$ cat config.mk
export PLATFORM = sky130hd
export DESIGN_NAME = block_rms_level_meter
export DESIGN_NICKNAME = d
export VERILOG_FILES = /design/src/rms_pkg.sv /design/src/rms_accum.sv /design/src/rms_lane.sv /design/src/rms_merge.sv /design/src/block_rms_level_meter.sv
export SDC_FILE = /design/constraint.sdc
export NUM_CORES = 2
export LEC_CHECK = 0
export BUFFER_PORTS_ARGS = -buffer_cell sky130_fd_sc_hd__buf_2
export CAP_MARGIN = 15
export CORE_ASPECT_RATIO = 0.5
export CORE_MARGIN = 3
export CORE_UTILIZATION = 35
export DETAILED_ROUTE_END_ITERATION = 12
export PLACE_DENSITY = 0.59
export SYNTH_ARGS = -nofsm -noshare
export SYNTH_HDL_FRONTEND = slang
export SYNTH_HIERARCHICAL = 1
export SYNTH_SLANG_ARGS = --single-unit
$ cat constraint.sdc
create_clock -name i_clk -period 15.82 [get_ports i_clk]
set_input_delay 2.373 -clock i_clk [delete_from_list [all_inputs] [get_ports i_clk]]
set_output_delay 2.373 -clock i_clk [all_outputs]
set_load 0.01 [all_outputs]
$ cat src/rms_pkg.sv
// ----------------------------------------------------------------------------
// rms_pkg
// Shared sizes, configuration codes and interface types of the RMS level meter.
// ----------------------------------------------------------------------------
`default_nettype none

package rms_pkg;

    // Sizing
    localparam int CHANNELS    = 8;
    localparam int MAX_FRAMES  = 4096;
    localparam int SAMPLE_BITS = 24;

    // Fixed field widths
    localparam int CHAN_W   = 3;
    localparam int CCOUNT_W = 4;
    localparam int LEVEL_W  = 24;

    // Derived widths
    localparam int TALLY_W   = $clog2(MAX_FRAMES + 1);
    localparam int SQ_W      = 2 * SAMPLE_BITS - 1;
    localparam int SUM_W     = SQ_W + TALLY_W - 1;
    localparam int SQRT_IN_W = 2 * SAMPLE_BITS;
    localparam int WORK_W    = (SUM_W > SQRT_IN_W) ? SUM_W : SQRT_IN_W;
    localparam int CNT_W     = $clog2(WORK_W + 1);
    localparam int RREM_W    = SAMPLE_BITS + 3;
    localparam int CH_IDX_W  = (CHANNELS > 1) ? $clog2(CHANNELS) : 1;

    // Configuration port
    localparam int CFG_IDX_W  = 1;
    localparam int CFG_DATA_W = CCOUNT_W;
    localparam logic [CFG_IDX_W-1:0] CFG_RUNNING       = 1'd0;
    localparam logic [CFG_IDX_W-1:0] CFG_CHANNEL_COUNT = 1'd1;
    localparam logic [CCOUNT_W-1:0]  CCOUNT_RESET      = 4'd2;

    // Block summary passed from the accumulator to the merge stage
    typedef struct packed {
        logic [CHAN_W-1:0] ch;
        logic              in_p;
        logic              out_p;
        logic              ovf;
    } t_blk_info;

    // Lane status
    typedef struct packed {
        logic busy;
        logic done;
    } t_lane_st;

endpackage

`default_nettype wire

$ cat src/rms_accum.sv
// ----------------------------------------------------------------------------
// rms_accum
// Front end: squares the samples, accumulates per side and counts frames.
// ----------------------------------------------------------------------------
`default_nettype none

module rms_accum
    import rms_pkg::*;
(
    input  wire logic                          i_clk,
    input  wire logic                          i_rst_n,
    input  wire logic                          i_valid,
    output logic                               o_ready,
    input  wire logic                          i_running,
    input  wire logic [CCOUNT_W-1:0]           i_channel_count,
    input  wire logic [CHAN_W-1:0]             i_channel,
    input  wire logic signed [SAMPLE_BITS-1:0] i_in_sample,
    input  wire logic                          i_in_present,
    input  wire logic signed [SAMPLE_BITS-1:0] i_out_sample,
    input  wire logic                          i_out_present,
    input  wire logic                          i_last_frame,
    input  wire logic                          i_release,
    output logic                               o_start,
    output t_blk_info                          o_info,
    output logic [SUM_W-1:0]                   o_in_sum,
    output logic [SUM_W-1:0]                   o_out_sum,
    output logic [TALLY_W-1:0]                 o_tally
);

    logic                   take;
    logic                   qualify;
    logic [SAMPLE_BITS-1:0] in_mag;
    logic [SAMPLE_BITS-1:0] out_mag;
    logic [2*SAMPLE_BITS-1:0] in_sq_full;
    logic [2*SAMPLE_BITS-1:0] out_sq_full;

    logic                   r_busy;
    logic                   r_a_vld;
    logic                   r_a_last;
    logic [CHAN_W-1:0]      r_a_ch;
    logic                   r_a_inp;
    logic                   r_a_outp;
    logic [SQ_W-1:0]        r_a_in_sq;
    logic [SQ_W-1:0]        r_a_out_sq;

    logic [SUM_W-1:0]       r_in_sum;
    logic [SUM_W-1:0]       r_out_sum;
    logic [TALLY_W-1:0]     r_tally;
    logic                   r_ovf;
    logic [SUM_W-1:0]       n_in_sum;
    logic [SUM_W-1:0]       n_out_sum;
    logic [TALLY_W-1:0]     n_tally;
    logic                   n_ovf;

    // Hold off only a last frame while the back end still owns a block
    assign o_ready = !r_busy || !i_last_frame;
    assign take    = i_valid && o_ready;
    assign qualify = i_running
                  && (CCOUNT_W'(i_channel) < i_channel_count)
                  && (int'(i_channel) < CHANNELS);

    assign in_mag      = i_in_sample[SAMPLE_BITS-1]  ? SAMPLE_BITS'(-i_in_sample)
                                                     : SAMPLE_BITS'(i_in_sample);
    assign out_mag     = i_out_sample[SAMPLE_BITS-1] ? SAMPLE_BITS'(-i_out_sample)
                                                     : SAMPLE_BITS'(i_out_sample);
    assign in_sq_full  = in_mag * in_mag;
    assign out_sq_full = out_mag * out_mag;

    always_ff @(posedge i_clk) begin
        if (!i_rst_n) begin
            r_busy  <= 1'b0;
            r_a_vld <= 1'b0;
        end else begin
            r_a_vld <= take && qualify;
            if (take && qualify && i_last_frame) begin
                r_busy <= 1'b1;
            end else if (i_release) begin
                r_busy <= 1'b0;
            end
        end
    end

    always_ff @(posedge i_clk) begin
        r_a_last   <= i_last_frame;
        r_a_ch     <= i_channel;
        r_a_inp    <= i_in_present;
        r_a_outp   <= i_out_present;
        r_a_in_sq  <= SQ_W'(in_sq_full);
        r_a_out_sq <= SQ_W'(out_sq_full);
    end

    // Add this frame, or flag overflow once the tally is full
    always_comb begin
        n_in_sum  = r_in_sum;
        n_out_sum = r_out_sum;
        n_tally   = r_tally;
        n_ovf     = r_ovf;
        if (r_tally < TALLY_W'(MAX_FRAMES)) begin
            if (r_a_inp) begin
                n_in_sum = r_in_sum + SUM_W'(r_a_in_sq);
            end
            if (r_a_outp) begin
                n_out_sum = r_out_sum + SUM_W'(r_a_out_sq);
            end
            n_tally = r_tally + TALLY_W'(1);
        end else begin
            n_ovf = 1'b1;
        end
    end

    always_ff @(posedge i_clk) begin
        if (!i_rst_n) begin
            r_in_sum  <= '0;
            r_out_sum <= '0;
            r_tally   <= '0;
            r_ovf     <= 1'b0;
        end else if (r_a_vld) begin
            if (r_a_last) begin
                r_in_sum  <= '0;
                r_out_sum <= '0;
                r_tally   <= '0;
                r_ovf     <= 1'b0;
            end else begin
                r_in_sum  <= n_in_sum;
                r_out_sum <= n_out_sum;
                r_tally   <= n_tally;
                r_ovf     <= n_ovf;
            end
        end
    end

    assign o_start      = r_a_vld && r_a_last;
    assign o_in_sum     = n_in_sum;
    assign o_out_sum    = n_out_sum;
    assign o_tally      = n_tally;
    assign o_info.ch    = r_a_ch;
    assign o_info.in_p  = r_a_inp;
    assign o_info.out_p = r_a_outp;
    assign o_info.ovf   = n_ovf;

endmodule

`default_nettype wire

$ cat src/rms_lane.sv
// ----------------------------------------------------------------------------
// rms_lane
// One side's back end: restoring divide of sum by tally, then digit square root.
// ----------------------------------------------------------------------------
`default_nettype none

module rms_lane
    import rms_pkg::*;
(
    input  wire logic                   i_clk,
    input  wire logic                   i_rst_n,
    input  wire logic                   i_start,
    input  wire logic [SUM_W-1:0]       i_dividend,
    input  wire logic [TALLY_W-1:0]     i_divisor,
    input  wire logic                   i_ack,
    output t_lane_st                    o_st,
    output logic [SAMPLE_BITS-1:0]      o_root
);

    localparam logic [1:0] PH_IDLE = 2'd0;
    localparam logic [1:0] PH_DIV  = 2'd1;
    localparam logic [1:0] PH_SQRT = 2'd2;
    localparam logic [1:0] PH_DONE = 2'd3;

    logic [1:0]             r_phase;
    logic [1:0]             n_phase;
    logic [CNT_W-1:0]       r_cnt;
    logic [CNT_W-1:0]       n_cnt;
    logic [WORK_W-1:0]      r_work;
    logic [WORK_W-1:0]      n_work;
    logic [TALLY_W-1:0]     r_dvs;
    logic [TALLY_W-1:0]     n_dvs;
    logic [TALLY_W-1:0]     r_rem;
    logic [TALLY_W-1:0]     n_rem;
    logic [SAMPLE_BITS-1:0] r_root;
    logic [SAMPLE_BITS-1:0] n_root;
    logic [RREM_W-1:0]      r_srem;
    logic [RREM_W-1:0]      n_srem;

    logic [TALLY_W:0]       rem_sh;
    logic [RREM_W-1:0]      srem_sh;
    logic [RREM_W-1:0]      trial;

    assign rem_sh  = {r_rem, r_work[WORK_W-1]};
    assign srem_sh = {r_srem[RREM_W-3:0], r_work[SQRT_IN_W-1 -: 2]};
    assign trial   = RREM_W'({r_root, 2'b01});

    always_comb begin
        n_phase = r_phase;
        n_cnt   = r_cnt;
        n_work  = r_work;
        n_dvs   = r_dvs;
        n_rem   = r_rem;
        n_root  = r_root;
        n_srem  = r_srem;
        unique case (r_phase)
            PH_IDLE: begin
                if (i_start) begin
                    n_work  = WORK_W'(i_dividend);
                    n_dvs   = i_divisor;
                    n_rem   = '0;
                    n_cnt   = CNT_W'(WORK_W);
                    n_phase = PH_DIV;
                end
            end
            PH_DIV: begin
                // one quotient bit per cycle, shifted into the freed low end
                if (rem_sh >= {1'b0, r_dvs}) begin
                    n_rem  = TALLY_W'(rem_sh - {1'b0, r_dvs});
                    n_work = {r_work[WORK_W-2:0], 1'b1};
                end else begin
                    n_rem  = TALLY_W'(rem_sh);
                    n_work = {r_work[WORK_W-2:0], 1'b0};
                end
                n_cnt = r_cnt - CNT_W'(1);
                if (r_cnt == CNT_W'(1)) begin
                    n_cnt   = CNT_W'(SAMPLE_BITS);
                    n_root  = '0;
                    n_srem  = '0;
                    n_phase = PH_SQRT;
                end
            end
            PH_SQRT: begin
                // one root bit per cycle from two radicand bits
                if (srem_sh >= trial) begin
                    n_srem = srem_sh - trial;
                    n_root = {r_root[SAMPLE_BITS-2:0], 1'b1};
                end else begin
                    n_srem = srem_sh;
                    n_root = {r_root[SAMPLE_BITS-2:0], 1'b0};
                end
                n_work = {r_work[WORK_W-3:0], 2'b00};
                n_cnt  = r_cnt - CNT_W'(1);
                if (r_cnt == CNT_W'(1)) begin
                    n_phase = PH_DONE;
                end
            end
            PH_DONE: begin
                if (i_ack) begin
                    n_phase = PH_IDLE;
                end
            end
            default: begin
                n_phase = PH_IDLE;
            end
        endcase
    end

    always_ff @(posedge i_clk) begin
        if (!i_rst_n) begin
            r_phase <= PH_IDLE;
        end else begin
            r_phase <= n_phase;
        end
    end

    always_ff @(posedge i_clk) begin
        r_cnt  <= n_cnt;
        r_work <= n_work;
        r_dvs  <= n_dvs;
        r_rem  <= n_rem;
        r_root <= n_root;
        r_srem <= n_srem;
    end

    assign o_st.busy = (r_phase != PH_IDLE);
    assign o_st.done = (r_phase == PH_DONE);
    assign o_root    = r_root;

endmodule

`default_nettype wire

$ cat src/rms_merge.sv
// ----------------------------------------------------------------------------
// rms_merge
// Merge stage: joins both lanes, updates the level stores, holds the result.
// ----------------------------------------------------------------------------
`default_nettype none

module rms_merge
    import rms_pkg::*;
(
    input  wire logic                   i_clk,
    input  wire logic                   i_rst_n,
    input  wire logic                   i_start,
    input  wire t_blk_info              i_info,
    input  wire t_lane_st               i_in_st,
    input  wire t_lane_st               i_out_st,
    input  wire logic [SAMPLE_BITS-1:0] i_in_root,
    input  wire logic [SAMPLE_BITS-1:0] i_out_root,
    output logic                        o_ack,
    output logic                        o_valid,
    input  wire logic                   i_ready,
    output logic [CHAN_W-1:0]           o_level_channel,
    output logic [LEVEL_W-1:0]          o_input_level,
    output logic [LEVEL_W-1:0]          o_output_level,
    output logic                        o_overflow
);

    t_blk_info             r_info;
    logic [LEVEL_W-1:0]    r_in_store  [CHANNELS];
    logic [LEVEL_W-1:0]    r_out_store [CHANNELS];
    logic                  r_out_vld;
    logic [CHAN_W-1:0]     r_out_ch;
    logic [LEVEL_W-1:0]    r_out_in_lvl;
    logic [LEVEL_W-1:0]    r_out_out_lvl;
    logic                  r_out_ovf;

    logic [CH_IDX_W-1:0]   wr_idx;
    logic                  load;
    logic [LEVEL_W-1:0]    n_in_lvl;
    logic [LEVEL_W-1:0]    n_out_lvl;

    assign wr_idx    = CH_IDX_W'(r_info.ch);
    assign load      = i_in_st.done && i_out_st.done && (!r_out_vld || i_ready);
    // absent side keeps its stored level
    assign n_in_lvl  = r_info.in_p  ? LEVEL_W'(i_in_root)  : r_in_store[wr_idx];
    assign n_out_lvl = r_info.out_p ? LEVEL_W'(i_out_root) : r_out_store[wr_idx];

    always_ff @(posedge i_clk) begin
        if (i_start) begin
            r_info <= i_info;
        end
    end

    always_ff @(posedge i_clk) begin
        if (!i_rst_n) begin
            for (int k = 0; k < CHANNELS; k++) begin
                r_in_store[k]  <= '0;
                r_out_store[k] <= '0;
            end
        end else if (load) begin
            r_in_store[wr_idx]  <= n_in_lvl;
            r_out_store[wr_idx] <= n_out_lvl;
        end
    end

    always_ff @(posedge i_clk) begin
        if (!i_rst_n) begin
            r_out_vld <= 1'b0;
        end else if (load) begin
            r_out_vld <= 1'b1;
        end else if (i_ready) begin
            r_out_vld <= 1'b0;
        end
    end

    always_ff @(posedge i_clk) begin
        if (load) begin
            r_out_ch      <= r_info.ch;
            r_out_in_lvl  <= n_in_lvl;
            r_out_out_lvl <= n_out_lvl;
            r_out_ovf     <= r_info.ovf;
        end
    end

    assign o_ack           = load;
    assign o_valid         = r_out_vld;
    assign o_level_channel = r_out_ch;
    assign o_input_level   = r_out_in_lvl;
    assign o_output_level  = r_out_out_lvl;
    assign o_overflow      = r_out_ovf;

    a_lanes_in_step: assert property (@(posedge i_clk) disable iff (!i_rst_n)
        i_in_st.done == i_out_st.done)
        else $error("lanes finished out of step");

    a_start_when_free: assert property (@(posedge i_clk) disable iff (!i_rst_n)
        i_start |-> (!i_in_st.busy && !i_out_st.busy))
        else $error("block started while lanes busy");

    a_load_shows: assert property (@(posedge i_clk) disable iff (!i_rst_n)
        load |=> (r_out_vld && !i_in_st.done))
        else $error("finished block not presented");

endmodule

`default_nettype wire

$ cat src/block_rms_level_meter.sv
// ----------------------------------------------------------------------------
// block_rms_level_meter
// Per-channel RMS level meter with an input-side and an output-side lane.
// ----------------------------------------------------------------------------
// Throughput: one frame per cycle; a last frame is held off while the previous
//   block's levels are still being computed or wait for the output register.
// Flow: a non-last frame is squared into a register and then added to the
//   running sums; a last frame's result is set by the bit-serial divide and
//   square root in each lane, then held in the merge stage's output register.
// Reset (synchronous, active low): stopped, channel count 2, sums cleared, output empty.
`default_nettype none

module block_rms_level_meter
    import rms_pkg::*;
(
    input  wire logic                          i_clk,
    input  wire logic                          i_rst_n,
    // request channel
    input  wire logic                          i_valid,
    output logic                               o_ready,
    input  wire logic [CHAN_W-1:0]             i_channel,
    input  wire logic signed [SAMPLE_BITS-1:0] i_in_sample,
    input  wire logic                          i_in_present,
    input  wire logic signed [SAMPLE_BITS-1:0] i_out_sample,
    input  wire logic                          i_out_present,
    input  wire logic                          i_last_frame,
    // result channel
    output logic                               o_valid,
    input  wire logic                          i_ready,
    output logic [CHAN_W-1:0]                  o_level_channel,
    output logic [LEVEL_W-1:0]                 o_input_level,
    output logic [LEVEL_W-1:0]                 o_output_level,
    output logic                               o_overflow,
    // configuration writes
    input  wire logic                          i_cfg_we,
    input  wire logic [CFG_IDX_W-1:0]          i_cfg_idx,
    input  wire logic [CFG_DATA_W-1:0]         i_cfg_data
);

    logic                r_running;
    logic [CCOUNT_W-1:0] r_channel_count;

    logic                start;
    logic                release_blk;
    t_blk_info           blk_info;
    logic [SUM_W-1:0]    in_sum;
    logic [SUM_W-1:0]    out_sum;
    logic [TALLY_W-1:0]  tally;
    t_lane_st            in_st;
    t_lane_st            out_st;
    logic [SAMPLE_BITS-1:0] in_root;
    logic [SAMPLE_BITS-1:0] out_root;

    // Configuration registers; the user must write them only while the meter is idle (not enforced here)
    always_ff @(posedge i_clk) begin
        if (!i_rst_n) begin
            r_running       <= 1'b0;
            r_channel_count <= CCOUNT_RESET;
        end else if (i_cfg_we) begin
            unique case (i_cfg_idx)
                CFG_RUNNING:       r_running       <= i_cfg_data[0];
                CFG_CHANNEL_COUNT: r_channel_count <= i_cfg_data;
                default: begin
                end
            endcase
        end
    end

    // Front end: qualify each request, square and accumulate both sides.
    // On a last frame it hands the block sums and tally to the lanes and
    // clears its own state so the next block can start right away.
    rms_accum u_accum (
        .i_clk           (i_clk),
        .i_rst_n         (i_rst_n),
        .i_valid         (i_valid),
        .o_ready         (o_ready),
        .i_running       (r_running),
        .i_channel_count (r_channel_count),
        .i_channel       (i_channel),
        .i_in_sample     (i_in_sample),
        .i_in_present    (i_in_present),
        .i_out_sample    (i_out_sample),
        .i_out_present   (i_out_present),
        .i_last_frame    (i_last_frame),
        .i_release       (release_blk),
        .o_start         (start),
        .o_info          (blk_info),
        .o_in_sum        (in_sum),
        .o_out_sum       (out_sum),
        .o_tally         (tally)
    );

    // Input-side lane: mean square, then floor root
    rms_lane u_lane_in (
        .i_clk      (i_clk),
        .i_rst_n    (i_rst_n),
        .i_start    (start),
        .i_dividend (in_sum),
        .i_divisor  (tally),
        .i_ack      (release_blk),
        .o_st       (in_st),
        .o_root     (in_root)
    );

    // Output-side lane, running in lockstep with the input side
    rms_lane u_lane_out (
        .i_clk      (i_clk),
        .i_rst_n    (i_rst_n),
        .i_start    (start),
        .i_dividend (out_sum),
        .i_divisor  (tally),
        .i_ack      (release_blk),
        .o_st       (out_st),
        .o_root     (out_root)
    );

    // Merge: pick new or stored level per side, update the stores and
    // hold the result until the consumer takes it
    rms_merge u_merge (
        .i_clk           (i_clk),
        .i_rst_n         (i_rst_n),
        .i_start         (start),
        .i_info          (blk_info),
        .i_in_st         (in_st),
        .i_out_st        (out_st),
        .i_in_root       (in_root),
        .i_out_root      (out_root),
        .o_ack           (release_blk),
        .o_valid         (o_valid),
        .i_ready         (i_ready),
        .o_level_channel (o_level_channel),
        .o_input_level   (o_input_level),
        .o_output_level  (o_output_level),
        .o_overflow      (o_overflow)
    );

endmodule

`default_nettype wire

== Word level (Yosys, flattened, before mapping) ==
Memory sizes are Yosys's and may differ from the RTL's. A register that Yosys moved wholly into a read port is not among the register bits.
Index checks and enable logic that the tools add are counted.
Storage, ports and cells
  flip-flop bits (word level): 582
  RAM bits: 384
  bits of input ports: 64
  output and inout bits: 54
  memories: 2
Cells by class
  add/sub/neg operators: 11
  multipliers: 2
  $lt $le $gt $ge: 6
  eq/ne operators: 16
  mux-type cells: 66
  bitwise gates (word level): 1
  reduce and logical (&&, ||, !) cells: 36
Memory list
  u_merge.r_in_store: depth 8, bits a word 24, rd ports 1, clocked after Yosys merged registers in 1, wr ports 8, line rms_merge.sv:28  | logic [LEVEL_W-1:0] r_in_store [CHANNELS];
  u_merge.r_out_store: depth 8, bits a word 24, rd ports 1, clocked after Yosys merged registers in 1, wr ports 8, line rms_merge.sv:29  | logic [LEVEL_W-1:0] r_out_store [CHANNELS];
Operators by type and width (count)
  $mux W59: 8
  $pmux W59 S3: 2
  $mux W24: 8
  $add A59 B47 Y59: 2
  $mux W25: 4
  $pmux W25 S2: 2
  $pmux W24 S2: 2
  $mul A24 B24 Y47: 2
  $mux W13: 5
  $ge A27 B26 Y1: 2
  $pmux W13 S2: 2
  $sub A25 B25 Y25: 2
  $neg A24 Y24: 2
  $reduce_or A24 Y1: 2
  $pmux W6 S3: 2
  $ge A14 B13 Y1: 2
  $sub A13 B13 Y13: 2
  $reduce_and A2 Y1: 10
  $mux W6: 3
  $mux W1: 16
  $pmux W2 S4: 2
  $add A13 B1 Y13 const B: 1
  $lt A13 B13 Y1 const B: 1
  $eq A6 B1 Y1 const B: 2
  other kinds (16): 52

== Longest topological paths before layout ==
  depth after elaboration: 8
  mapped depth: 36
  gate-level depth less buffers: 34

== Hierarchy ==
The synthesis kept the hierarchy.
Modules (own cells, without submodules)
  rms_accum: instances 1, cells an instance 5299, area an instance 45650.0 um^2, sequential area each 4644.5 um^2
  rms_merge: instances 1, cells an instance 1292, area an instance 20778.7 um^2, sequential area each 13352.8 um^2
  rms_lane (u_lane_in): instances 1, cells an instance 809, area an instance 8310.5 um^2, sequential area each 4244.1 um^2
  rms_lane (u_lane_out): instances 1, cells an instance 791, area an instance 8221.6 um^2, sequential area each 4244.1 um^2
  block_rms_level_meter: instances 1, cells an instance 22, area an instance 202.7 um^2, sequential area each 100.1 um^2

== Worst setup path after synthesis ==
Ideal clock, no wire load.
  path type: input port to flip-flop
  start point: in i_out_sample[0]
  end point: reg u_accum.r_a_out_sq[39]
  setup time: 0.072 ns
  arrival time: 10.663 ns
  data required time: 15.748 ns
  path slack: 5.085 ns
  cell stages on the path: 32
  path buffers: 2
  path through: inv_1 clkbuf_1 ha_1 nand3b_1 or3_1 or3_1 o41a_1 xnor2_2 clkbuf_1 nor2_1 fa_1 fa_1 fa_1 inv_1 fa_1 inv_1 fa_1 fa_1 inv_1 fa_1 inv_1 ha_1 and3_1 o211ai_1 o221ai_1 o21bai_1 o211ai_1 a32oi_1 a31o_2 a211o_1 a21oi_1 xnor2_1
On the way
  word-level cells in the longest chain between the ends: 3
RTL lines
  start: declaration: line block_rms_level_meter.sv:24  | input wire logic signed [SAMPLE_BITS-1:0] i_out_sample,
  $neg A24 Y24: line rms_accum.sv:64  | assign out_mag = i_out_sample[SAMPLE_BITS-1] ? SAMPLE_BITS'(-i_out_sample)
  $mux W24 (*): line rms_accum.sv:64
  $mul A24 B24 Y47 (*): line rms_accum.sv:67  | assign out_sq_full = out_mag * out_mag;
  net u_accum.out_sq_full[39]: line rms_accum.sv:35  | logic [2*SAMPLE_BITS-1:0] out_sq_full;
  end signal: assignment: line rms_accum.sv:89  | r_a_out_sq <= SQ_W'(out_sq_full);
  end: declaration: line rms_accum.sv:44  | logic [SQ_W-1:0] r_a_out_sq;
The timed path passes the listed nets; every way through them passes the cells marked *.
A chain may end at the register's enable or synchronous reset.

== Final worst setup path ==
  start point: in i_out_sample[0]
  end point: reg u_accum.r_a_out_sq[45]
Same word-level chain as after synthesis.

==> impl_metrics.py <==
metrics = {
    "clock_tree": {
        "cts.sinks": 967,
        "numCtsBuffers": 101,
        "clock-root-buffer": "clkbuf_16",
        "cts_buffer_depth": 3,
        "cts_tree": "built",
        "post_cts_buffers": 0,
        "clkSlewWorstSetupHoldPaths_ps": 60,
        "htree_levels": 3,
        "clkLatencyLatePin_ps": 730,
        "holdBufCountCts": 0,
        "cts-resized-gates": 0,
    },
    "layout": {
        "synthToLayoutAreaGrowth_pct": 8.75,
        "drive_above_1_share_pct": 7.56,
        "final_cell_mix": "1,261 x inv_1, 849 x fa_1, 756 x nor2_1, 722 x edfxtp_1, 706 x nand2_1",
        "layout_commonest_cell": "inv_1",
        "finalNetCount": 9629,
    },
    "outcome": {
        "status": "finished, final reports clean",
    },
    "place": {
        "numPortBuffers": 117,
        "place.gp.congestion": 0.897,
        "dp_slack_ps": 3340,
        "place_hpwl_mm": 159,
    },
    "synthesis": {
        "synth_adder_area_share_pct": 28.3,
        "yosys.area_share.xor_xnor_pct": 3.59,
        "synthSimpleGateAreaFrac_pct": 10.1,
        "syn_area_um2": 83200,
        "netlist_instances": 8213,
        "async_flop_share_pct": 0,
        "synth_top_flop_cell": "edfxtp_1",
        "synth_edf_count": 722,
        "yosys.cell_types.count": 112,
        "yosysWarningCount": 6,
        "synth_top_family_by_area": "adder cells",
        "ys_seq_area_share_pct": 32.0,
        "yosys_register_bits": 967,
        "synth_mux_area_share_pct": 4.85,
        "synth_compound_area_share_pct": 13.4,
        "avgSynthCellArea_um2": 10.1,
    },
    "timing": {
        "layout_setup_ws_ps": 3940,
        "hold_viol_final": 0,
        "holdWs_ps": 436,
        "tightest_slew_ps": 1070,
        "fin_crit_ps": 11880,
        "clock_skew_ps": 47.1,
        "finalSetupViolCount": 0,
        "period_share_pct": 75.1,
        "fmax_ghz": 0.0841,
        "rsz0062_at_grt": "false",
        "max_slew_margin_pct": 28.2,
        "drv_slew": 0,
        "setup_tns_ps": 0,
    },
    "routing": {
        "routed_wirelength_mm": 226,
        "remaining_drc_errors": 0,
        "avgRoutedWirePerCell_um": 19.8,
        "dr_total_vias": 60300,
        "firstDrtPassIters": 6,
        "drt_iter0_drc": 4537,
        "drt-vias-per-instance": 5.29,
        "ant_nets": 0,
    },
    "floorplan": {
        "rows": 125,
        "fp.dieH_um": 351,
        "pin_count": 118,
        "die_w_um": 695,
        "dieArea_um2": 244000,
        "start_util_pct": 35.5,
        "core_um2": 234000,
    },
    "hold_path": {
        "min_path_type": "register to register",
    },
    "grt": {
        "grt_pass1_wl_mm": 354,
        "globalRouteOverflowTotal": 0,
        "antenna_found_initial": 6,
        "track_usage_pct": 18.3,
        "grt_max_degree": 118,
        "grt_pass1_vias": 60900,
    },
    "worst_setup_path": {
        "slowest_stage": "clkinv_1",
        "crit_arrival_ps": 12500,
        "crit_type": "input pin to register",
        "end_kind": "register",
        "worst-path-max-fanout": 17,
        "critPathLaunchType": "input pin",
        "crit_top_cell": "fa_1",
        "crit_path_max_incr_delay_ps": 870,
        "critPathRequiredTime_ps": 16430,
    },
    "flow_run": {
        "maxCapViolations": 0,
    },
}
-- cells by family (layout without fill, tap and decap cells) --
family                   count (synthesis)  after routing
AND/OR/NAND/NOR                       1937           1937
flip-flops                             967            967
AO/OA/AOI/OAI                         1725           1725
buffers and inverters                 1661           1692
XOR/XNOR                               338            338
adder cells (fa/ha/maj)               1371           1371
other                                    2             38
multiplexers                           212            212
-- flip-flops by register name, summed over array words and instances, names as in the netlist, 24 cells and up, named ones only --
register,flops
u_merge/r_in_store,192
u_merge/r_out_store,192
u_accum/r_in_sum,59
u_accum/r_out_sum,59
u_lane_in/r_work,59
u_lane_out/r_work,59
u_accum/r_a_in_sq,46
u_accum/r_a_out_sq,46
u_lane_in/r_srem,25
u_lane_out/r_srem,25
u_lane_in/o_root,24
u_lane_out/o_root,24
u_merge/o_input_level,24
u_merge/o_output_level,24
-- metal layers --
layer | track usage [%] | part of all wire (%) | vias to the layer above
li1 | - | - | 28000
met1 | 25.4 | 44 | 30100
met2 | 30.3 | 47 | 1929
met3 | 2.83 | 6.7 | 329
met4 | 4.32 | 2.4 | 2
met5 | 0 | 0.0058 | -
-- cell type report --
cell class              count  area [µm²]
clock inverters            59         577
well taps                3111        3890
repair buffers            229        1450
clock buffers             126        2690
flip-flops and latches    967       26600
multi-input cells        5617       50400
inverters                1278        4800
diodes                      4        10.0
fillers                 23000      144000
-- stage by stage --
step / utilization [%] / instance area, µm² / cells
floorplan: - / 83300 / 8245
global placement: 37.2 / 87100 / 11200
detailed placement: 37.2 / 87100 / 11200
CTS: 38.6 / 90400 / 11400
global route: 38.6 / 90400 / 11400
finish: 38.6 / 90400 / 11400
-- worst max-delay path: cells and delay by family --
family,cells,cell delay (ps)
xor+xnor,2,900
fa+ha+maj,9,3910
compound gates,8,2110
simple gates,5,1380
buf+inv,6,1800
-- cell usage after synthesis (61+ instances only) --
cell type | n | share of area, %
edfxtp_1 | 722 | 26
nand2_1 | 716 | 3.2
o22ai_1 | 308 | 2.3
a22oi_1 | 181 | 1.6
o21ai_0 | 254 | 1.5
a21o_1 | 112 | 1.0
mux2i_1 | 61 | 0.73
a21oi_1 | 427 | 2.6
nand3_1 | 76 | 0.46
mux4_2 | 70 | 1.9
xor2_1 | 123 | 1.3
ha_1 | 522 | 7.9
nor2_1 | 759 | 3.4
dfxtp_1 | 245 | 5.9
nand4_1 | 61 | 0.46
a211oi_1 | 115 | 1.0
xnor2_1 | 212 | 2.2
clkbuf_1 | 305 | 1.4
fa_1 | 849 | 20
inv_1 | 1263 | 5.7
-- final timing paths --
path                   startpoint  depth (start not counted)  slack (ps)                        end
max               i_out_sample[0]                         30        3940     u_accum/r_a_out_sq[45]
min             u_accum/r_a_ch[1]                          0         440          u_merge/wr_idx[1]
max reg2reg  u_lane_in/r_phase[0]                          6       11370  u_merge/r_out_store[7][7]
min reg2reg     u_accum/r_a_ch[1]                          0         440          u_merge/wr_idx[1]
Power is not shown: default switching activity piles up to over one toggle a cycle in this logic, so the estimate is an artifact.
